<file path="src/rtl/core/lpe_pkg.sv">
// Shared types, constants and constant functions of the Legendre evaluator.
// Depends on nothing; every module of the block imports it.
package lpe_pkg;

   localparam int MAX_DEGREE_DEF = 32;

   // Working values: signed Q.30, saturated to +-(2^62 - 1)
   localparam int VAL_W = 63;
   typedef logic signed [VAL_W-1:0] val_type;

   localparam val_type ONE_Q30 = val_type'(64'h4000_0000);
   localparam val_type INT_LIM = val_type'(64'h3FFF_FFFF_FFFF_FFFF);
   localparam val_type OUT_MAX = val_type'(64'h7FFF_FFFF_FFFF);
   localparam val_type OUT_MIN = -val_type'(64'h8000_0000_0000);

   // sqrt(2n+1) table width (Q.30, n up to 255)
   localparam int SQ_W = 36;

   // Status codes
   localparam logic [1:0] ST_OK   = 2'd0;
   localparam logic [1:0] ST_SAT  = 2'd1;
   localparam logic [1:0] ST_DIV0 = 2'd2;

   // Function selector bits
   localparam int FUNC_DERIV_BIT = 0;
   localparam int FUNC_SCALE_BIT = 1;

   typedef enum logic [3:0] {
      OP_NONE,
      OP_MUL,
      OP_DIV,
      OP_T_MUL,
      OP_A_MUL,
      OP_STEP,
      OP_DEN,
      OP_NUM,
      OP_RES_P,
      OP_RES_ZERO,
      OP_RES_MUL,
      OP_RES_DIV,
      OP_DIV0,
      OP_EMIT
   } op_type;

   // Multiplier operand pairs
   typedef enum logic [2:0] {
      MS_XP,   // x * p
      MS_TC2,  // t * (2 - 1/k)
      MS_PC1,  // pm1 * (1 - 1/k)
      MS_XX,   // x * x
      MS_TN,   // t * n
      MS_RS    // res * sqrt(2n+1)
   } msel_type;

   typedef struct packed {
      op_type   op;
      msel_type msel;
   } cmd_type;

   typedef struct packed {
      logic mul_done;
      logic div_done;
      logic loop_go;
      logic n_zero;
      logic mul_one;
      logic deriv;
      logic scale;
      logic out_free;
   } stat_type;

   function automatic logic [VAL_W-1:0] mag63(input val_type v);
      return v[VAL_W-1] ? VAL_W'(-v) : VAL_W'(v);
   endfunction

   // floor(sqrt((2n+1) * 2^60)); elaboration-time only
   function automatic logic [SQ_W-1:0] sqrt_q30(input int unsigned n);
      logic [83:0] tgt;
      logic [83:0] sq;
      logic [41:0] s;
      logic [41:0] c;
      s   = '0;
      tgt = 84'(2 * n + 1) << 60;
      for (int b = 41; b >= 0; b--) begin
         c  = s | (42'(1) << b);
         sq = 84'(c) * 84'(c);
         if (sq <= tgt) s = c;
      end
      return SQ_W'(s);
   endfunction

endpackage

</file>
<file path="src/rtl/core/lpe_ctrl.sv">
// Sequencer: walks the recurrence, the derivative and the scaling by issuing
// datapath commands one at a time. Depends on lpe_pkg.
module lpe_ctrl import lpe_pkg::*; (
   input  logic     clock,
   input  logic     reset,
   input  stat_type st,
   input  logic     req_valid,
   output logic     req_ready,
   output cmd_type  cmd
);
   typedef enum logic [4:0] {
      S_IDLE, S_LOOP, S_W1, S_M2, S_W2, S_M3, S_W3, S_STEP,
      S_POST, S_WD, S_N, S_WN, S_NN, S_WNN, S_DV, S_WDV,
      S_SCALE, S_WS, S_OUT
   } state_type;

   state_type state_ff;
   cmd_type   cmd_ff;
   logic      ready_ff;

   always_ff @(posedge clock) begin
      if (reset) begin
         state_ff    <= S_IDLE;
         ready_ff    <= 1'b0;
         cmd_ff.op   <= OP_NONE;
         cmd_ff.msel <= MS_XP;
      end else begin
         cmd_ff.op   <= OP_NONE;
         cmd_ff.msel <= MS_XP;
         case (state_ff)
            S_IDLE: begin
               ready_ff <= !(req_valid && ready_ff);
               if (req_valid && ready_ff) state_ff <= S_LOOP;
            end
            S_LOOP: begin
               if (st.loop_go) begin
                  cmd_ff.op <= OP_MUL;
                  state_ff  <= S_W1;
               end else begin
                  state_ff <= S_POST;
               end
            end
            S_W1: if (st.mul_done) begin
               cmd_ff.op <= OP_T_MUL;
               state_ff  <= S_M2;
            end
            S_M2: begin
               cmd_ff.op   <= OP_MUL;
               cmd_ff.msel <= MS_TC2;
               state_ff    <= S_W2;
            end
            S_W2: if (st.mul_done) begin
               cmd_ff.op <= OP_A_MUL;
               state_ff  <= S_M3;
            end
            S_M3: begin
               cmd_ff.op   <= OP_MUL;
               cmd_ff.msel <= MS_PC1;
               state_ff    <= S_W3;
            end
            S_W3: if (st.mul_done) begin
               cmd_ff.op <= OP_STEP;
               state_ff  <= S_STEP;
            end
            S_STEP: state_ff <= S_LOOP;
            S_POST: begin
               if (!st.deriv) begin
                  cmd_ff.op <= OP_RES_P;
                  state_ff  <= S_SCALE;
               end else if (st.n_zero) begin
                  cmd_ff.op <= OP_RES_ZERO;
                  state_ff  <= S_SCALE;
               end else begin
                  cmd_ff.op   <= OP_MUL;
                  cmd_ff.msel <= MS_XX;
                  state_ff    <= S_WD;
               end
            end
            S_WD: if (st.mul_done) begin
               if (st.mul_one) begin
                  cmd_ff.op <= OP_DIV0;
                  state_ff  <= S_OUT;
               end else begin
                  cmd_ff.op <= OP_DEN;
                  state_ff  <= S_N;
               end
            end
            S_N: begin
               cmd_ff.op <= OP_MUL;
               state_ff  <= S_WN;
            end
            S_WN: if (st.mul_done) begin
               cmd_ff.op <= OP_NUM;
               state_ff  <= S_NN;
            end
            S_NN: begin
               cmd_ff.op   <= OP_MUL;
               cmd_ff.msel <= MS_TN;
               state_ff    <= S_WNN;
            end
            S_WNN: if (st.mul_done) begin
               cmd_ff.op <= OP_T_MUL;
               state_ff  <= S_DV;
            end
            S_DV: begin
               cmd_ff.op <= OP_DIV;
               state_ff  <= S_WDV;
            end
            S_WDV: if (st.div_done) begin
               cmd_ff.op <= OP_RES_DIV;
               state_ff  <= S_SCALE;
            end
            S_SCALE: begin
               if (st.scale) begin
                  cmd_ff.op   <= OP_MUL;
                  cmd_ff.msel <= MS_RS;
                  state_ff    <= S_WS;
               end else begin
                  state_ff <= S_OUT;
               end
            end
            S_WS: if (st.mul_done) begin
               cmd_ff.op <= OP_RES_MUL;
               state_ff  <= S_OUT;
            end
            S_OUT: if (st.out_free) begin
               cmd_ff.op <= OP_EMIT;
               state_ff  <= S_IDLE;
            end
            default: state_ff <= S_IDLE;
         endcase
      end
   end

   assign req_ready = ready_ff;
   assign cmd       = cmd_ff;
endmodule
</file>
<file path="config.mk">
export PLATFORM = sky130hd
export DESIGN_NAME = lpe_ctrl
export DESIGN_NICKNAME = d
export VERILOG_FILES = /design/src/rtl/core/lpe_pkg.sv /design/src/rtl/core/lpe_ctrl.sv
export SDC_FILE = /design/constraint.sdc
export NUM_CORES = 1
export LEC_CHECK = 0
export ABC_AREA = 1
export BUFFER_PORTS_ARGS = -buffer_cell sky130_fd_sc_hd__buf_4
export CAP_MARGIN = 20
export CORE_AREA = 3 3 47 49
export CTS_CLUSTER_SIZE = 25
export DETAILED_ROUTE_END_ITERATION = 8
export DIE_AREA = 0 0 50 52
export HOLD_SLACK_MARGIN = 0.03
export PLACE_DENSITY_LB_ADDON = 0.05
export SYNTH_ARGS = -nofsm -noshare
export SYNTH_HDL_FRONTEND = slang
export SYNTH_SLANG_ARGS = --single-unit
</file>
<file path="constraint.sdc">
create_clock -name clock -period 3.4 [get_ports clock]
set_input_delay 0.68 -clock clock [delete_from_list [all_inputs] [get_ports clock]]
set_output_delay 0.68 -clock clock [all_outputs]
set_load 0.01 [all_outputs]
</file>
==> flow_metrics.tcl <==
set metrics [dict create \
    period_minus_slack_ps 1680 \
    die_h_microns 52 \
    slew_violations 0 \
    ctsHoldBuffers 0 \
    cpLargestDelayFamily "simple AND/OR/NAND/NOR gates" \
    avgSynthCellArea_sq_um 5.93 \
    cts_tree "built" \
    synth-edff-count 0 \
    powerDensity_nw_per_um2 496 \
    io_buffers 18 \
    crit_buf_inv 1 \
    setup_violations 0 \
    grt_pass1_wl_microns 4640 \
    yosysWarnings 0 \
    hold_slack_ps 500 \
    finClkSkew_ps 0.974 \
    vias 1145 \
    finalHoldViolCount 0 \
    core_sq_um 1900 \
    vdd_drop_max_mv 0.274 \
    cts.sinks 13 \
    timing.slew.headroom_pct 66.8 \
    timing.fmax_mhz 595 \
    die_area_sq_um 2600 \
    drt-pass1-iter-count 4 \
    ys_types 24 \
    area_growth_pct 13.8 \
    ctsRootBufferMaster "clkbuf_4" \
    drive_gt1_share_pct 17.4 \
    crit_type "reg2reg" \
    final_area_sq_um 1170 \
    ctsResizeCount 0 \
    first_global_vias 1022 \
    synth.area.top_cells "dfxtp_1 25%, nand2_1 16%, nor2_1 12%" \
    clock_latency_ps 290 \
    worst_pin_slew_ps 498 \
    cts_setup_buffers 0 \
    finalCritPeriodShare_pct 49.4 \
    yosysTopAreaCell "dfxtp_1" \
    regToRegEndpoint "cmd[3]" \
    synth_top_area_share_pct 25.2 \
    cts.clk_slew.worst_paths_ps 80 \
    nNetsFinal 202 \
    setup_tns_ps 0 \
    syn-num-nets 185 \
    min_delay_worst_endpoint "req_ready" \
    netlist_instances 174 \
    h-tree-depth 1 \
    antenna_found_initial 0 \
    placementRows 16 \
    critPathLaunchType "flip-flop" \
    hp-class "reg2reg" \
    synth_ff_type "dfxtp_1" \
    syn-cell-area_sq_um 1030 \
    drv_cap 0 \
    synth_commonest_cells "43 x nand2_1, 34 x nor2_1, 22 x nand3_1" \
    whs_path_depth 2 \
    rsz0062_at_grt "false" \
    critPathSlowestCell "dfxtp_1" \
    arrival_ps 1870 \
    async_flop_share_pct 0 \
    cp_cell_sequence "inv_2 > nand2_2 > nor2_4 > nand2_1 > nand2_1 > o21ai_0 > nand4_1 > nor2_1 > nor2_1" \
    fp.dieW_microns 50 \
    grt_overflow 0 \
    p_leak_nw 0.601 \
    synth_most_common_cell "nand2_1" \
    crit_fanout 10 \
    via_per_inst 5.28 \
    n_antenna_cell 0 \
    drcViolationCount 0 \
    start_util_pct 54.3 \
    cts_buffers 3 \
    wl_per_cell_microns 12.6 \
    antenna_left 0 \
    reg2reg_depth 9 \
    post-dp-hpwl_microns 2180 \
    yosys_register_bits 13 \
    yosysSeqAreaShare_pct 25.2 \
    r2r_setup_slack_ps 1720 \
    clock_path_buffers 2 \
    place_area_sq_um 1150 \
    place.gp.congestion 0.920 \
    r2r_start "state_ff[1]" \
    wirelength_microns 2740 \
    cp-end-kind "flip-flop" \
    ioPinCount 19 \
    drt-initial-drc-count 91 \
    grt_max_degree 14 \
    grt_util_all_layers_pct 24.0 \
    max_stage_delay_ps 640 \
    required_ps 3590 \
    outcome "finished, final reports clean" \
    hp-start "req_ready" \
]
-- cells by family (layout without fill, tap and decap cells) --
family          Yosys count  in the layout  share of synthesized area (%)
simple gates            117            117                           52.5
buf+inv                  26             42                           12.6
compound gates           18             18                           9.70
flops                    13             13                           25.2
-- per-stage QoR --
stage | power, mW | setup WS [ps] | utilization, % | std cells
2_1_floorplan | 0.427 | 1880 | - | 174
3_3_place_gp | 0.481 | 1630 | 60.4 | 213
3_5_place_dp | 0.483 | 1620 | 60.4 | 213
4_1_cts | 0.583 | 1730 | 61.8 | 217
5_1_grt | 0.631 | 1530 | 61.8 | 217
6_report | 0.583 | 1720 | 61.8 | 217
-- worst max-delay path by stage --
stage / start / endpoint / slack (ps) / cells after the start
global route: state_ff[1] / state_ff[2] / 1530 / 10
floorplan: st[7] / state_ff[1] / 1880 / 7
global placement: st[7] / state_ff[4] / 1630 / 8
finish: state_ff[1] / cmd[3] / 1720 / 9
detailed placement: st[7] / state_ff[0] / 1620 / 8
CTS: state_ff[1] / state_ff[0] / 1730 / 10
-- registers in the layout (all words and copies together), names as in the netlist --
name       count
cmd            7
state_ff       5
req_ready      1
-- routing by layer --
metal	wire length, microns	GRT usage, %	vias to the layer above
met4	48	12.0	0
met2	1320	40.9	46
met5	0	0	-
li1	-	-	598
met3	214	6.88	9
met1	1150	27.2	492
-- cell type report --
type | count | area [sq um]
clock buffer | 4 | 26.3
fill | 185 | 727
inverter | 20 | 77.6
multi-input combinational | 135 | 642
sequential | 13 | 260
tap | 27 | 33.8
timing repair buffer | 18 | 135
-- tightest hold or removal path, cell delays in order, from the launching register on --
cell and delay, ps:
dfxtp_1 330, o31ai_1 70, a21oi_1 60
-- power breakdown --
group	total (mW)	switching, mW	internal, mW
registers	0.214	0.0396	0.174
logic	0.269	0.165	0.104
clock network	0.101	0.0549	0.0457
-- cell usage in the layout (no fill, tap or decap) --
cell / instances
nand2_1: 43
nor2_1: 34
nand3_1: 22
buf_4: 18
inv_1: 17
dfxtp_1: 13
a21oi_1: 8
nand4_1: 7
o21ai_0: 5
nand2_2: 3
a31oi_1: 3
clkbuf_4: 3
nand3_2: 2
nand3b_1: 2
inv_2: 1
nor2_4: 1
clkinv_1: 1
nor2_2: 1
inv_4: 1
nor2_8: 1
and3_2: 1
o31ai_1: 1
a31o_2: 1
clkbuf_1: 1
(Power assumes the default switching activity.)
